### src/design/assert_macros.svh
// Assertion helpers shared by the RTL files.
// Build with NO_ASSERTIONS defined to drop every check.
`ifndef ASSERT_MACROS_SVH
`define ASSERT_MACROS_SVH

`ifndef NO_ASSERTIONS

// Property checked at every clock edge outside reset
`define ASSERT_CLK(lbl, prop) \
  lbl: assert property (@(posedge clk) disable iff (!rst_n) (prop)) \
    else $error("assertion failed");

// Same-cycle implication checked outside reset
`define ASSERT_IMPL(lbl, ante, cons) \
  lbl: assert property (@(posedge clk) disable iff (!rst_n) (ante) |-> (cons)) \
    else $error("implication failed");

`else

`define ASSERT_CLK(lbl, prop)
`define ASSERT_IMPL(lbl, ante, cons)

`endif

`endif

### src/design/uhd_pkg.sv
package uhd_pkg;

  // Decoder automaton states
  localparam logic [3:0] DFA_ACC = 4'd0;
  localparam logic [3:0] DFA_REJ = 4'd1;
  localparam logic [3:0] DFA_MAX = 4'd8;
  localparam logic [3:0] DFA_ROWS = 4'd9;

  // Byte classes (columns of the transition table)
  localparam logic [3:0] CLS_ASCII    = 4'd0;   // 00-7F
  localparam logic [3:0] CLS_CONT_LO  = 4'd1;   // 80-8F
  localparam logic [3:0] CLS_LEAD2    = 4'd2;   // C2-DF
  localparam logic [3:0] CLS_LEAD3    = 4'd3;   // E1-EC, EE-EF
  localparam logic [3:0] CLS_ED       = 4'd4;
  localparam logic [3:0] CLS_F4       = 4'd5;
  localparam logic [3:0] CLS_LEAD4    = 4'd6;   // F1-F3
  localparam logic [3:0] CLS_CONT_HI  = 4'd7;   // A0-BF
  localparam logic [3:0] CLS_BAD      = 4'd8;   // C0, C1, F5-FF
  localparam logic [3:0] CLS_CONT_MID = 4'd9;   // 90-9F
  localparam logic [3:0] CLS_E0       = 4'd10;
  localparam logic [3:0] CLS_F0       = 4'd11;

  // Characters of interest
  localparam logic [20:0] CP_REPL = 21'h00FFFD;
  localparam logic [20:0] CP_LF   = 21'h00000A;
  localparam logic [20:0] CP_CR   = 21'h00000D;
  localparam logic [20:0] CP_TAB  = 21'h000009;
  localparam logic [7:0]  BYTE_LF = 8'h0A;

  // Error kinds
  localparam logic [1:0] ERR_NONE    = 2'd0;
  localparam logic [1:0] ERR_INVALID = 2'd1;
  localparam logic [1:0] ERR_TRUNC   = 2'd2;

  localparam logic [7:0]  TAB_STOP_RST = 8'd8;
  localparam logic [31:0] SAT32 = 32'hFFFF_FFFF;

  // Transition table: row = state, column = byte class
  localparam logic [3:0] NEXT_TAB [9][12] = '{
    '{4'd0, 4'd1, 4'd2, 4'd3, 4'd5, 4'd8, 4'd7, 4'd1, 4'd1, 4'd1, 4'd4, 4'd6},
    '{4'd1, 4'd1, 4'd1, 4'd1, 4'd1, 4'd1, 4'd1, 4'd1, 4'd1, 4'd1, 4'd1, 4'd1},
    '{4'd1, 4'd0, 4'd1, 4'd1, 4'd1, 4'd1, 4'd1, 4'd0, 4'd1, 4'd0, 4'd1, 4'd1},
    '{4'd1, 4'd2, 4'd1, 4'd1, 4'd1, 4'd1, 4'd1, 4'd2, 4'd1, 4'd2, 4'd1, 4'd1},
    '{4'd1, 4'd1, 4'd1, 4'd1, 4'd1, 4'd1, 4'd1, 4'd2, 4'd1, 4'd1, 4'd1, 4'd1},
    '{4'd1, 4'd2, 4'd1, 4'd1, 4'd1, 4'd1, 4'd1, 4'd1, 4'd1, 4'd2, 4'd1, 4'd1},
    '{4'd1, 4'd1, 4'd1, 4'd1, 4'd1, 4'd1, 4'd1, 4'd3, 4'd1, 4'd3, 4'd1, 4'd1},
    '{4'd1, 4'd3, 4'd1, 4'd1, 4'd1, 4'd1, 4'd1, 4'd3, 4'd1, 4'd3, 4'd1, 4'd1},
    '{4'd1, 4'd3, 4'd1, 4'd1, 4'd1, 4'd1, 4'd1, 4'd1, 4'd1, 4'd1, 4'd1, 4'd1}
  };

  // Controller states
  typedef enum logic [2:0] {
    ST_IDLE,
    ST_DECODE,
    ST_EMIT_LEAD,
    ST_EMIT_FIN,
    ST_TAB
  } uhd_state_t;

  // Controller to datapath
  typedef struct packed {
    logic accept;
    logic decode;
    logic emit_lead;
    logic emit_fin;
    logic tab_start;
    logic tab_update;
  } uhd_cmd_t;

  // Datapath to controller
  typedef struct packed {
    logic lead_valid;
    logic fin_valid;
    logic fin_is_tab;
    logic out_free;
    logic div_done;
  } uhd_sts_t;

  function automatic logic [3:0] byte_class(input logic [7:0] b);
    logic [3:0] cls;
    if (b < 8'h80)       cls = CLS_ASCII;
    else if (b < 8'h90)  cls = CLS_CONT_LO;
    else if (b < 8'hA0)  cls = CLS_CONT_MID;
    else if (b < 8'hC0)  cls = CLS_CONT_HI;
    else if (b < 8'hC2)  cls = CLS_BAD;
    else if (b < 8'hE0)  cls = CLS_LEAD2;
    else if (b == 8'hE0) cls = CLS_E0;
    else if (b == 8'hED) cls = CLS_ED;
    else if (b < 8'hF0)  cls = CLS_LEAD3;
    else if (b == 8'hF0) cls = CLS_F0;
    else if (b < 8'hF4)  cls = CLS_LEAD4;
    else if (b == 8'hF4) cls = CLS_F4;
    else                 cls = CLS_BAD;
    return cls;
  endfunction

  function automatic logic [3:0] dfa_next(input logic [3:0] s, input logic [3:0] cls);
    logic [3:0] row;
    row = (s >= DFA_ROWS) ? (s - DFA_ROWS) : s;
    return NEXT_TAB[row][cls];
  endfunction

  // Noncharacters and control codes that HTML input may not carry
  function automatic logic is_forbidden(input logic [20:0] c);
    return ((c >= 21'h1) && (c <= 21'h8)) || (c == 21'hB) ||
           ((c >= 21'hE) && (c <= 21'h1F)) || ((c >= 21'h7F) && (c <= 21'h9F)) ||
           ((c >= 21'hFDD0) && (c <= 21'hFDEF)) || (c[15:0] >= 16'hFFFE);
  endfunction

  function automatic logic [31:0] sat_add32(input logic [31:0] a, input logic [31:0] b);
    logic [32:0] s;
    s = {1'b0, a} + {1'b0, b};
    return s[32] ? SAT32 : s[31:0];
  endfunction

endpackage

### src/design/utf8_html_input_decoder_unit.sv
// UTF-8 byte stream decoder with HTML input preprocessing.
// Input channel (in_valid/in_ready): one stream byte per transaction, with
// in_end_of_input marking the final byte. Result channel (out_valid/out_ready):
// one decoded character per transaction with its error kind and the line,
// column and byte offset where it starts; out_last_of_run flags the final
// result caused by a byte. A byte yields zero, one or two results.
// cfg_we/cfg_wdata write the tab stop (reset 8; zero acts as 1); write it
// only while the block is idle.
// Sequencing: the controller walks accept, decode, leading result, final
// result. A leading result (held-back LF or replacement for a broken
// sequence) goes out before the final result of the same byte. After a tab
// character the controller waits for the bit-serial column remainder unit.
// A single result register sits on the output: when the receiver stalls the
// next byte is still accepted and decoded, and the block waits only when a
// new result needs that register.
// Reset (rst_n low, synchronous) returns the decoder to its start state,
// clears the held CR, sets line and column to 1 and the offset to 0.
module utf8_html_input_decoder_unit
  import uhd_pkg::*;
(
  input  logic        clk,
  input  logic        rst_n,
  input  logic        in_valid,
  output logic        in_ready,
  input  logic [7:0]  in_byte,
  input  logic        in_end_of_input,
  output logic        out_valid,
  input  logic        out_ready,
  output logic [20:0] out_char_code,
  output logic [1:0]  out_error_kind,
  output logic [31:0] out_line_number,
  output logic [31:0] out_column_number,
  output logic [31:0] out_byte_offset,
  output logic        out_last_of_run,
  input  logic        cfg_we,
  input  logic [7:0]  cfg_wdata
);

  uhd_cmd_t cmd;
  uhd_sts_t sts;

  uhd_ctrl u_ctrl (
    .clk      (clk),
    .rst_n    (rst_n),
    .in_valid (in_valid),
    .in_ready (in_ready),
    .sts      (sts),
    .cmd      (cmd)
  );

  uhd_dp u_dp (
    .clk               (clk),
    .rst_n             (rst_n),
    .cmd               (cmd),
    .sts               (sts),
    .in_byte           (in_byte),
    .in_end_of_input   (in_end_of_input),
    .cfg_we            (cfg_we),
    .cfg_wdata         (cfg_wdata),
    .out_valid         (out_valid),
    .out_ready         (out_ready),
    .out_char_code     (out_char_code),
    .out_error_kind    (out_error_kind),
    .out_line_number   (out_line_number),
    .out_column_number (out_column_number),
    .out_byte_offset   (out_byte_offset),
    .out_last_of_run   (out_last_of_run)
  );

endmodule

### src/design/uhd_tabrem.sv
// Remainder of the column by the tab stop, one quotient bit per cycle
module uhd_tabrem
  import uhd_pkg::*;
(
  input  logic        clk,
  input  logic        rst_n,
  input  logic        start,
  input  logic [31:0] dividend,
  input  logic [7:0]  divisor,
  output logic [7:0]  rem,
  output logic        done
);

  logic        busy_r, busy_nxt;
  logic        done_r, done_nxt;
  logic [4:0]  cnt_r, cnt_nxt;
  logic [31:0] dvd_r, dvd_nxt;
  logic [7:0]  dvsr_r, dvsr_nxt;
  logic [7:0]  rem_r, rem_nxt;
  logic [8:0]  trial;
  logic [8:0]  diff;

  // Restoring step: shift in next dividend bit, subtract when it fits
  assign trial = {rem_r, dvd_r[31]};
  assign diff  = trial - {1'b0, dvsr_r};

  always_comb begin
    busy_nxt = busy_r;
    done_nxt = 1'b0;
    cnt_nxt  = cnt_r;
    dvd_nxt  = dvd_r;
    dvsr_nxt = dvsr_r;
    rem_nxt  = rem_r;
    if (start) begin
      busy_nxt = 1'b1;
      cnt_nxt  = '0;
      dvd_nxt  = dividend;
      dvsr_nxt = divisor;
      rem_nxt  = '0;
    end else if (busy_r) begin
      rem_nxt = (trial >= {1'b0, dvsr_r}) ? diff[7:0] : trial[7:0];
      dvd_nxt = {dvd_r[30:0], 1'b0};
      cnt_nxt = cnt_r + 5'd1;
      if (cnt_r == 5'd31) begin
        busy_nxt = 1'b0;
        done_nxt = 1'b1;
      end
    end
  end

  always_ff @(posedge clk) begin
    if (!rst_n) begin
      busy_r <= 1'b0;
      done_r <= 1'b0;
      cnt_r  <= '0;
    end else begin
      busy_r <= busy_nxt;
      done_r <= done_nxt;
      cnt_r  <= cnt_nxt;
    end
  end

  always_ff @(posedge clk) begin
    dvd_r  <= dvd_nxt;
    dvsr_r <= dvsr_nxt;
    rem_r  <= rem_nxt;
  end

  assign rem  = rem_r;
  assign done = done_r;

`include "assert_macros.svh"

  `ASSERT_IMPL(a_done_after_busy, done_r, !busy_r && $past(busy_r))

endmodule

### src/design/uhd_ctrl.sv
// Sequencer: take a byte, decode it, hand out up to two results and, after a tab, wait for the new column
module uhd_ctrl
  import uhd_pkg::*;
(
  input  logic     clk,
  input  logic     rst_n,
  input  logic     in_valid,
  output logic     in_ready,
  input  uhd_sts_t sts,
  output uhd_cmd_t cmd
);

  uhd_state_t state_r, state_nxt;

  // Next state
  always_comb begin
    state_nxt = state_r;
    unique case (state_r)
      ST_IDLE: begin
        if (in_valid) state_nxt = ST_DECODE;
      end
      ST_DECODE: begin
        state_nxt = ST_EMIT_LEAD;
      end
      ST_EMIT_LEAD: begin
        if (!sts.lead_valid || sts.out_free) begin
          state_nxt = sts.fin_valid ? ST_EMIT_FIN : ST_IDLE;
        end
      end
      ST_EMIT_FIN: begin
        if (!sts.fin_valid) begin
          state_nxt = ST_IDLE;
        end else if (sts.out_free) begin
          state_nxt = sts.fin_is_tab ? ST_TAB : ST_IDLE;
        end
      end
      ST_TAB: begin
        if (sts.div_done) state_nxt = ST_IDLE;
      end
      default: state_nxt = ST_IDLE;
    endcase
  end

  // Commands
  always_comb begin
    cmd      = '0;
    in_ready = 1'b0;
    unique case (state_r)
      ST_IDLE: begin
        in_ready   = 1'b1;
        cmd.accept = in_valid;
      end
      ST_DECODE: begin
        cmd.decode = 1'b1;
      end
      ST_EMIT_LEAD: begin
        cmd.emit_lead = sts.lead_valid && sts.out_free;
      end
      ST_EMIT_FIN: begin
        cmd.emit_fin  = sts.fin_valid && sts.out_free;
        cmd.tab_start = sts.fin_valid && sts.out_free && sts.fin_is_tab;
      end
      ST_TAB: begin
        cmd.tab_update = sts.div_done;
      end
      default: begin
        cmd = '0;
      end
    endcase
  end

  always_ff @(posedge clk) begin
    if (!rst_n) begin
      state_r <= ST_IDLE;
    end else begin
      state_r <= state_nxt;
    end
  end

`include "assert_macros.svh"

  `ASSERT_IMPL(a_emit_needs_slot, cmd.emit_lead || cmd.emit_fin, sts.out_free)
  `ASSERT_CLK(a_tab_waits, cmd.tab_start |=> state_r == ST_TAB)

endmodule

### src/design/uhd_dp.sv
// Decoder state, position counters, result register
module uhd_dp
  import uhd_pkg::*;
(
  input  logic        clk,
  input  logic        rst_n,
  input  uhd_cmd_t    cmd,
  output uhd_sts_t    sts,
  input  logic [7:0]  in_byte,
  input  logic        in_end_of_input,
  input  logic        cfg_we,
  input  logic [7:0]  cfg_wdata,
  output logic        out_valid,
  input  logic        out_ready,
  output logic [20:0] out_char_code,
  output logic [1:0]  out_error_kind,
  output logic [31:0] out_line_number,
  output logic [31:0] out_column_number,
  output logic [31:0] out_byte_offset,
  output logic        out_last_of_run
);

  // Configuration and captured byte
  logic [7:0]  ts_cfg_r;
  logic [7:0]  byte_r;
  logic        end_r;

  // Decoder state
  logic [3:0]  dfa_r, dfa_nxt;
  logic [20:0] part_r, part_nxt;
  logic [2:0]  bis_r, bis_nxt;
  logic        pcr_r, pcr_nxt;

  // Position counters
  logic [31:0] line_r, line_nxt;
  logic [31:0] col_r, col_nxt;
  logic [31:0] off_r, off_nxt;

  // Result plan for the current byte
  logic        lead_v_r, lead_v_nxt;
  logic [20:0] lead_cp_r, lead_cp_nxt;
  logic [1:0]  lead_err_r, lead_err_nxt;
  logic [2:0]  lead_w_r, lead_w_nxt;
  logic        fin_v_r, fin_v_nxt;
  logic [20:0] fin_cp_r, fin_cp_nxt;
  logic [1:0]  fin_err_r, fin_err_nxt;
  logic [2:0]  fin_w_r, fin_w_nxt;
  logic        bump;

  // Result register
  logic        ov_r, ov_nxt;
  logic [20:0] ocp_r;
  logic [1:0]  oerr_r;
  logic [31:0] oline_r, ocol_r, ooff_r;
  logic        olast_r;

  logic        emit;
  logic [20:0] e_cp;
  logic [1:0]  e_err;
  logic [2:0]  e_w;
  logic        e_last;
  logic        out_free;

  logic [7:0]  ts_eff;
  logic [7:0]  rem;
  logic        div_done;
  logic [31:0] tab_base;
  logic [31:0] tab_col;

  // Decode one byte into new automaton state and up to two results
  always_comb begin
    logic [3:0]  cls;
    logic [3:0]  nx;
    logic        fresh;
    logic        taken;
    logic [20:0] cp;
    logic [2:0]  w;
    cls          = byte_class(byte_r);
    nx           = DFA_ACC;
    fresh        = 1'b1;
    taken        = 1'b0;
    cp           = '0;
    w            = '0;
    dfa_nxt      = dfa_r;
    part_nxt     = part_r;
    bis_nxt      = bis_r;
    pcr_nxt      = pcr_r;
    lead_v_nxt   = lead_v_r;
    lead_cp_nxt  = lead_cp_r;
    lead_err_nxt = lead_err_r;
    lead_w_nxt   = lead_w_r;
    fin_v_nxt    = fin_v_r;
    fin_cp_nxt   = fin_cp_r;
    fin_err_nxt  = fin_err_r;
    fin_w_nxt    = fin_w_r;
    bump         = 1'b0;
    if (cmd.decode) begin
      lead_v_nxt = 1'b0;
      fin_v_nxt  = 1'b0;
      pcr_nxt    = 1'b0;
      if (pcr_r) begin
        // held CR becomes LF
        lead_v_nxt   = 1'b1;
        lead_cp_nxt  = CP_LF;
        lead_err_nxt = ERR_NONE;
        lead_w_nxt   = 3'd1;
      end
      if (pcr_r && (byte_r == BYTE_LF)) begin
        // CR LF: one LF reported at the LF's offset
        bump = 1'b1;
      end else begin
        // continuation of an open sequence
        if (dfa_r != DFA_ACC) begin
          nx = dfa_next(dfa_r, cls);
          if (nx == DFA_REJ) begin
            lead_v_nxt   = 1'b1;
            lead_cp_nxt  = CP_REPL;
            lead_err_nxt = ERR_INVALID;
            lead_w_nxt   = bis_r;
            dfa_nxt      = DFA_ACC;
            bis_nxt      = '0;
            part_nxt     = '0;
          end else begin
            part_nxt = {part_r[14:0], byte_r[5:0]};
            bis_nxt  = bis_r + 3'd1;
            dfa_nxt  = nx;
            fresh    = 1'b0;
          end
        end
        // byte starts a new sequence
        if (fresh) begin
          nx = dfa_next(DFA_ACC, cls);
          if (nx == DFA_REJ) begin
            part_nxt    = '0;
            fin_v_nxt   = 1'b1;
            fin_cp_nxt  = CP_REPL;
            fin_err_nxt = ERR_INVALID;
            fin_w_nxt   = 3'd1;
            taken       = 1'b1;
          end else begin
            part_nxt = {13'b0, (8'hFF >> cls) & byte_r};
            bis_nxt  = 3'd1;
            dfa_nxt  = nx;
          end
        end
        if (!taken) begin
          if (dfa_nxt == DFA_ACC) begin
            // complete character
            cp       = part_nxt;
            w        = bis_nxt;
            part_nxt = '0;
            bis_nxt  = '0;
            if (cp == CP_CR) begin
              if (end_r) begin
                fin_v_nxt   = 1'b1;
                fin_cp_nxt  = CP_LF;
                fin_err_nxt = ERR_NONE;
                fin_w_nxt   = w;
              end else begin
                pcr_nxt = 1'b1;
              end
            end else if (is_forbidden(cp)) begin
              fin_v_nxt   = 1'b1;
              fin_cp_nxt  = CP_REPL;
              fin_err_nxt = ERR_INVALID;
              fin_w_nxt   = w;
            end else begin
              fin_v_nxt   = 1'b1;
              fin_cp_nxt  = cp;
              fin_err_nxt = ERR_NONE;
              fin_w_nxt   = w;
            end
          end else if (end_r) begin
            // stream ends inside a sequence
            fin_v_nxt   = 1'b1;
            fin_cp_nxt  = CP_REPL;
            fin_err_nxt = ERR_TRUNC;
            fin_w_nxt   = bis_nxt;
            dfa_nxt     = DFA_ACC;
            part_nxt    = '0;
            bis_nxt     = '0;
          end
        end
      end
    end
  end

  // Result selection
  assign emit     = cmd.emit_lead || cmd.emit_fin;
  assign e_cp     = cmd.emit_fin ? fin_cp_r : lead_cp_r;
  assign e_err    = cmd.emit_fin ? fin_err_r : lead_err_r;
  assign e_w      = cmd.emit_fin ? fin_w_r : lead_w_r;
  assign e_last   = cmd.emit_fin || !fin_v_r;
  assign out_free = !ov_r || out_ready;

  // Tab: column = column - (column mod stop) + stop, saturated
  assign ts_eff   = (ts_cfg_r == 8'd0) ? 8'd1 : ts_cfg_r;
  assign tab_base = col_r - {24'b0, rem};
  assign tab_col  = sat_add32(tab_base, {24'b0, ts_eff});

  // Counter advance
  always_comb begin
    line_nxt = line_r;
    col_nxt  = col_r;
    off_nxt  = off_r;
    if (bump) off_nxt = sat_add32(off_r, 32'd1);
    if (emit) begin
      off_nxt = sat_add32(off_r, {29'b0, e_w});
      if (e_cp == CP_LF) begin
        line_nxt = sat_add32(line_r, 32'd1);
        col_nxt  = 32'd1;
      end else if (e_cp != CP_TAB) begin
        col_nxt = sat_add32(col_r, 32'd1);
      end
    end
    if (cmd.tab_update) col_nxt = tab_col;
  end

  // Output valid
  always_comb begin
    ov_nxt = ov_r;
    if (emit)           ov_nxt = 1'b1;
    else if (out_ready) ov_nxt = 1'b0;
  end

  always_ff @(posedge clk) begin
    if (!rst_n) begin
      ts_cfg_r <= TAB_STOP_RST;
      dfa_r    <= DFA_ACC;
      part_r   <= '0;
      bis_r    <= '0;
      pcr_r    <= 1'b0;
      line_r   <= 32'd1;
      col_r    <= 32'd1;
      off_r    <= '0;
      lead_v_r <= 1'b0;
      fin_v_r  <= 1'b0;
      ov_r     <= 1'b0;
    end else begin
      if (cfg_we) ts_cfg_r <= cfg_wdata;
      dfa_r    <= dfa_nxt;
      part_r   <= part_nxt;
      bis_r    <= bis_nxt;
      pcr_r    <= pcr_nxt;
      line_r   <= line_nxt;
      col_r    <= col_nxt;
      off_r    <= off_nxt;
      lead_v_r <= lead_v_nxt;
      fin_v_r  <= fin_v_nxt;
      ov_r     <= ov_nxt;
    end
  end

  // Payload registers
  always_ff @(posedge clk) begin
    if (cmd.accept) begin
      byte_r <= in_byte;
      end_r  <= in_end_of_input;
    end
    lead_cp_r  <= lead_cp_nxt;
    lead_err_r <= lead_err_nxt;
    lead_w_r   <= lead_w_nxt;
    fin_cp_r   <= fin_cp_nxt;
    fin_err_r  <= fin_err_nxt;
    fin_w_r    <= fin_w_nxt;
    if (emit) begin
      ocp_r   <= e_cp;
      oerr_r  <= e_err;
      oline_r <= line_r;
      ocol_r  <= col_r;
      ooff_r  <= off_r;
      olast_r <= e_last;
    end
  end

  uhd_tabrem u_tabrem (
    .clk      (clk),
    .rst_n    (rst_n),
    .start    (cmd.tab_start),
    .dividend (col_r),
    .divisor  (ts_eff),
    .rem      (rem),
    .done     (div_done)
  );

  assign sts.lead_valid = lead_v_r;
  assign sts.fin_valid  = fin_v_r;
  assign sts.fin_is_tab = (fin_cp_r == CP_TAB);
  assign sts.out_free   = out_free;
  assign sts.div_done   = div_done;

  assign out_valid         = ov_r;
  assign out_char_code     = ocp_r;
  assign out_error_kind    = oerr_r;
  assign out_line_number   = oline_r;
  assign out_column_number = ocol_r;
  assign out_byte_offset   = ooff_r;
  assign out_last_of_run   = olast_r;

`include "assert_macros.svh"

  `ASSERT_CLK(a_pos_nonzero, (line_r != 32'd0) && (col_r != 32'd0))
  `ASSERT_IMPL(a_off_monotonic, $past(rst_n), off_r >= $past(off_r))
  `ASSERT_CLK(a_dfa_range, dfa_r <= DFA_MAX)

endmodule
### config.mk
export PLATFORM = sky130hd
export DESIGN_NAME = utf8_html_input_decoder_unit
export DESIGN_NICKNAME = d
export VERILOG_FILES = /design/src/design/uhd_pkg.sv /design/src/design/utf8_html_input_decoder_unit.sv /design/src/design/uhd_tabrem.sv /design/src/design/uhd_ctrl.sv /design/src/design/uhd_dp.sv
export VERILOG_INCLUDE_DIRS = /design/src /design/src/design
export SDC_FILE = /design/constraint.sdc
export NUM_CORES = 1
export LEC_CHECK = 0
export BUFFER_PORTS_ARGS = -buffer_cell sky130_fd_sc_hd__buf_2
export CORE_MARGIN = 2
export CORE_UTILIZATION = 40
export DETAILED_ROUTE_END_ITERATION = 6
export GPL_TIMING_DRIVEN = 0
export HOLD_SLACK_MARGIN = 0.1
export PLACE_DENSITY = 0.55
export SKIP_LAST_GASP = 1
export SYNTH_ARGS = -nofsm -noshare
export SYNTH_HDL_FRONTEND = slang
export SYNTH_HIERARCHICAL = 1
export SYNTH_SLANG_ARGS = --single-unit
### constraint.sdc
create_clock -name clk -period 5.5 [get_ports clk]
set_input_delay 0.275 -clock clk [delete_from_list [all_inputs] [get_ports clk]]
set_output_delay 0.275 -clock clk [all_outputs]
set_load 0.05 [all_outputs]
Word level (Yosys, flattened, before mapping)
Memory sizes are Yosys's and may differ from the RTL's.
Cells that the tools add are included.
{"block": "totals", "ff_bits": 375, "rom_bits": 832, "input_bits": 22, "memories": 2, "output_inout_bits": 122, "elab_cells": 269}
{"block": "op_classes", "add_sub_neg": 10, "shift": 1, "n_eq_ne": 21, "muxes": 141, "reduce_logical": 35, "order_cmp": 21, "bitwise_logic": 6}
{"name": "(name not given)", "words": 16, "word_bits": 48, "read_ports": 1, "rd_clocked_by_memory_dff": 0, "write_ports": 0, "line": "uhd_pkg.sv:100", "text": "return NEXT_TAB[row][cls];"}
{"name": "(name not given)", "words": 16, "word_bits": 4, "read_ports": 1, "rd_clocked_by_memory_dff": 0, "write_ports": 0, "line": "uhd_pkg.sv:100"}
{"operator": "2-to-1 mux 21 bit", "count": 21}
{"operator": "2-to-1 mux 32 bit", "count": 13}
{"operator": "2-to-1 mux 4 bit", "count": 26}
{"operator": "adder 32 x 1 -> 33 bit (second input constant)", "count": 3}
{"operator": "2-to-1 mux 48 bit", "count": 2}
{"operator": "== test 21 x 4 -> 1 bit (second input constant)", "count": 4}
{"operator": "2-to-1 mux 3 bit", "count": 24}
{"operator": "< comparator 8 bit (second input constant)", "count": 8}
{"operator": "2-to-1 mux 1 bit", "count": 36}
{"operator": "adder 32 x 3 -> 33 bit", "count": 1}
{"operator": "adder 32 x 8 -> 33 bit", "count": 1}
{"operator": "== test 8 bit (second input constant)", "count": 4}
{"operator": "subtractor 32 x 8 -> 32 bit", "count": 1}
{"operator": "2-to-1 mux 2 bit", "count": 14}
{"operator": "2-to-1 mux 8 bit", "count": 3}
{"operator": "greater-or-equal comparator 21 x 1 -> 1 bit (second input constant)", "count": 1}
{"operator": "greater-or-equal comparator 21 x 16 -> 1 bit (second input constant)", "count": 1}
{"operator": "greater-or-equal comparator 21 x 4 -> 1 bit (second input constant)", "count": 1}
{"operator": "greater-or-equal comparator 21 x 7 -> 1 bit (second input constant)", "count": 1}
{"operator": "less-or-equal comparator 21 x 16 -> 1 bit (second input constant)", "count": 1}
{"operator": "less-or-equal comparator 21 x 4 -> 1 bit (second input constant)", "count": 1}
{"operator": "less-or-equal comparator 21 x 5 -> 1 bit (second input constant)", "count": 1}
{"operator": "less-or-equal comparator 21 x 8 -> 1 bit (second input constant)", "count": 1}
{"operator": "!= test 21 x 4 -> 1 bit (second input constant)", "count": 1}
{"operator": "other kinds (36)", "count": 65}

Logic depth before layout (Yosys ltp)
{"block": "logic_depth", "ltp_word": 36, "ltp_mapped": 20, "depth_no_buf": 20}

Hierarchy
The synthesis kept the hierarchy.
{"mod": "uhd_dp", "seq_area_each_um2": 8037.7, "cells_each": 1773, "n_inst": 1, "area_per_inst_um2": 16766.1}
{"mod": "uhd_tabrem", "seq_area_each_um2": 1501.4, "cells_each": 205, "n_inst": 1, "area_per_inst_um2": 2653.8}
{"mod": "uhd_ctrl", "seq_area_each_um2": 60.1, "cells_each": 31, "n_inst": 1, "area_per_inst_um2": 260.2}

Worst setup path after synthesis
Ideal clock, no wire load.
{"block": "synth_path", "path_kind": "register to register", "from": "register u_dp.ov_r, in the netlist u_dp/out_valid", "to": "register u_dp.off_r[12]", "period_less_slack_ps": 5708, "slack_ps": -208, "arrival_time_ps": 5580, "path_stages_with_launch": 14, "required_ps": 5372, "setup_time_ps": 128, "path_buffers": 2, "path_cell_list": "dfxtp_1 > nand2b_1 > buf_4 > nand3b_1 > nor2_1 > clkbuf_1 > nor2_1 > inv_1 > a21oi_1 > or2_2 > nor3_1 > nand3_1 > a22oi_1 > nor2_1"}
{"item": "from (decl)", "line": "uhd_dp.sv:51", "text": "logic ov_r, ov_nxt;"}
{"item": "from (signal assigned)", "line": "uhd_dp.sv:250", "text": "ov_r <= ov_nxt;"}
{"item": "to (signal assigned)", "line": "uhd_dp.sv:247", "text": "off_r <= off_nxt;"}
{"item": "to (decl)", "line": "uhd_dp.sv:37", "text": "logic [31:0] off_r, off_nxt;"}

Worst setup path after layout
{"block": "layout_path", "from": "register u_dp.col_r[0]", "to": "register u_dp.col_r[17]"}
{"block": "layout_via", "elab_chain_cells": 6, "word_cells_on_any_way": 9, "classes_between": "3 x add/sub; 6 x mux"}
{"item": "from (decl)", "line": "uhd_dp.sv:36", "text": "logic [31:0] col_r, col_nxt;"}
{"item": "from (signal assigned)", "line": "uhd_dp.sv:246", "text": "col_r <= col_nxt;"}
{"item": "branches (longest 5 deep; another with adder 32 x 8 -> 33 bit)"}
{"item": "2-to-1 mux 32 bit *", "line": "uhd_dp.sv:216", "text": "if (cmd.tab_update) col_nxt = tab_col;"}
Every way passes the cells marked *. The select of a mux whose other input is x is not followed.
A chain may end at the register's enable or synchronous reset.

==> results.md <==
* Main combinational cell family by area after synthesis: simple AND/OR/NAND/NOR gates
* Hold path startpoint: rst_n
* Final clock skew at 0.0236 ns
* Simple-Gate Fraction of Synth Area at 0.191
* ANT cells at 0
* Commonest cells post-synth: edfxtp_1, nor2_1, a21oi_1
* Max Slew Vio Count at 0
* Top cell type's share of synthesized area at 0.337
* Layout Nets at 2,279
* Post-synthesis register bit count at 369
* Largest net degree at the start of global routing at 44
* TritonCTS buffer count at 43
* # rows at 81
* Layout overhead on the synthesized area at 17.0%
* Setup slack, reg-to-reg at 0.26 ns
* Synth Area in XOR/XNOR at 0.0352
* Number of fillers in the final layout at 4,631
* Starting Density at 0.404
* CP startpoint: u_dp/col_r[0]
* Power density over cell area at around 300 nW/um^2
* Top-count cell post-synth: edfxtp_1
* Max Buffers Root-to-Sink at 3
* Static leakage at ~8 nW
* Post-Layout Cell Count at 2,917
* Drt first-iter violations at 1,608
* I/O pin total at 144
* Final hold vios at 0
* First-pass DRT Iterations at 7
* Syn Area/Cell at 9.80 sq um
* Reg-to-Reg Start: u_dp/col_r[0]
* Power Total at 0.00694 W
* Worst VDD drop at 0.189 mV
* Crit path capture type: flip-flop
* Compound-Gate Fraction of Synth Area at 0.174
* CTS tree: built
* Period utilization at 0.952
* Rel. slew slack at 0.232
* Worst hold stages at 2
* Clock slew at reported path FFs at 0.06 ns
* Predominant post-synthesis flop cell: edfxtp_1
* Initial antenna violation count at 1
* First-pass GRT wire length at 85.9 mm
* Cells on worst reg2reg path at 20
* DIE AREA at 51,000 sq um
* # DRC at 0
* Gr ovfl total at 0
* Via count at about 17,000
* Leading area contributor after synthesis: edfxtp_1
* Synth unique cells at 103
* Seq/Total Area, Yosys at 0.488
* Final WL at around 55 mm
* Syn Inst Count at between 2,000 and 2,500
* Antenna Violating Nets Remaining at 0
* Total GRT Usage at 0.213
* Clock sinks at 369
* H-tree depth at 2
* Status: finished clean
* CP endpoint: u_dp/col_r[17]
* RSZ-0062 raised after global routing: no
* Syn nets at 2,070
* Vias per inst at 5.67
* GPL Wtd Cong at 0.884
* Post-Synth Adder-Cell Area at 0.0263
* DP HPWL at between 30 and 40 mm
* Ys async rst share at 0
* Layout cell share with drive strength beyond 1 at 0.156
* Synthesized area at 19,700 sq um
* Multiplexer share of the synthesized area at 0.0473
* Die height at 226 um
* FMAX at roughly 0.19 GHz
* Critical setup path kind: reg -> reg
* CP Launch Type: flip-flop
* Number of synthesized flops with an enable pin at 221
* Final setup vio count at 0
* Port-buffer cells at 142
* Arr. time, crit path at 5.72 ns
* Min-delay worst type: in -> reg
* RR Endpoint: u_dp/col_r[17]
* Max_cap viols at 0
* Placed insts at about 2,800
* Root Driver: clkbuf_16
* Final min period at 5.24 ns
* Synth area leaders: edfxtp_1, dfxtp_1, a21oi_1, nor2_1, mux2_2
* Crit path max fanout at 9
* Yosys Warn Count at 6
* Worst slew pin tran at 1.15 ns
* Worst skew pair latency at 0.59 ns
* CP required at 5.98 ns
* Die X at around 230 um
* Core area at roughly 49,000 sq um
* Routed len/inst at around 19 um
* Vias in the first global route at 15,200
-- layout make-up --
type,count,area (sq um),area share
Buffer,122,532,0.0231
Clock buffer,52,1160,0.0504
Clock inverter,28,350,0.0152
Inverter,60,229,0.00995
Multi-Input combinational cell,1457,9350,0.406
Sequential cell,369,9600,0.417
Tap cell,664,831,0.0361
Timing Repair Buffer,165,971,0.0422
-- kinds of logic (layout without fill, tap and decap cells) --
logic type	Yosys count	in the layout
AOI/OAI and AO/OA	531	531
xor gates and xnor gates	79	79
adders and majority gates	39	39
muxes	85	85
buffers and inverters	183	427
and+or+nand+nor	723	723
DFF	369	369
-- layout by cell type, fill, tap and decap left out, drive strengths merged, types with 20 or more instances in the layout --
master / count
edfxtp: 221
nor2: 179
buf: 174
a21oi: 156
dfxtp: 148
clkbuf: 148
nand2: 131
o21ai: 125
nand3: 84
inv: 64
mux2: 61
nor3: 52
xnor2: 47
nand2b: 43
a31oi: 41
ha: 35
nand4: 34
and3: 34
xor2: 32
and2: 27
a22oi: 25
nor2b: 24
mux2i: 24
nor4: 20
-- worst max-delay path, cell delays in order (launching register included) --
cell	delay (ns)
dfxtp_1	0.60
inv_1	0.14
ha_1	0.25
fa_1	0.40
nor2b_1	0.13
o21ai_0	0.11
a21boi_1	0.34
nor2_1	0.10
ha_1	0.34
inv_1	0.05
o21bai_1	0.15
a21oi_1	0.12
o21bai_1	0.14
a21oi_1	0.14
a211oi_2	0.53
nand3_2	0.35
or3_1	0.54
nor3_4	0.20
buf_4	0.19
o21ai_0	0.09
a21oi_1	0.22
-- how the worst min path moves through the flow --
stage,end,slack [ns]
after floorplan,u_dp/byte_r[0],0.37
after global placement,u_dp/out_column_number[26],0.43
after detailed placement,u_dp/out_column_number[26],0.44
after CTS,u_dp/u_tabrem/busy_r,0.12
after global routing,u_dp/u_tabrem/busy_r,0.13
final,u_dp/u_tabrem/busy_r,0.15
-- routing by layer --
| metal | track usage | wire, um |
|---|---|---|
| met2 | 0.321 | 24400 |
| met4 | 0.0600 | 1210 |
| met5 | 0 | 0 |
| met3 | 0.0399 | 3530 |
| met1 | 0.311 | 26100 |
-- metrics by stage --
step / util / hold slack, ns / instance area (sq um) / setup slack, ns / TNS [ns]
after floorplan: - / 0.374 / 19700 / 0.467 / 0
after global placement: 0.435 / 0.435 / 21200 / -1.21 / -33.57
after detailed placement: 0.437 / 0.439 / 21300 / -0.456 / -4.80
after CTS: 0.472 / 0.121 / 23000 / 0.0112 / 0
after global routing: 0.472 / 0.132 / 23000 / 0.00176 / 0
final: 0.472 / 0.152 / 23000 / 0.263 / 0
-- sequential cells by signal, indices dropped and copies added (netlist names), 15 cells and up --
name                    cells
u_dp/col_r                 32
u_dp/fin_cp_r              21
u_dp/lead_cp_r             21
u_dp/line_r                32
u_dp/off_r                 32
u_dp/out_byte_offset       32
u_dp/out_char_code         21
u_dp/out_column_number     32
u_dp/out_line_number       32
u_dp/part_r                15
u_dp/u_tabrem/dvd_r        32
-- repair_timing --
item | in CTS | in global routing
buffers inserted | 0 | 2
pin swaps | 0 | 1
resized for setup | 2 | 10
endpoints found under the hold margin | 17 | 0
hold buffers | 17 | 0
endpoints found under the setup margin | 29 | 37
-- power by group --
part	switching, W	internal, W	leakage (nW)
logic	0.000539	0.000304	4.18
registers	0.0000619	0.00302	3.12
clock network	0.00121	0.00181	0.727
total	0.00181	0.00513	8.02
Power figures use the tool's default switching activity.
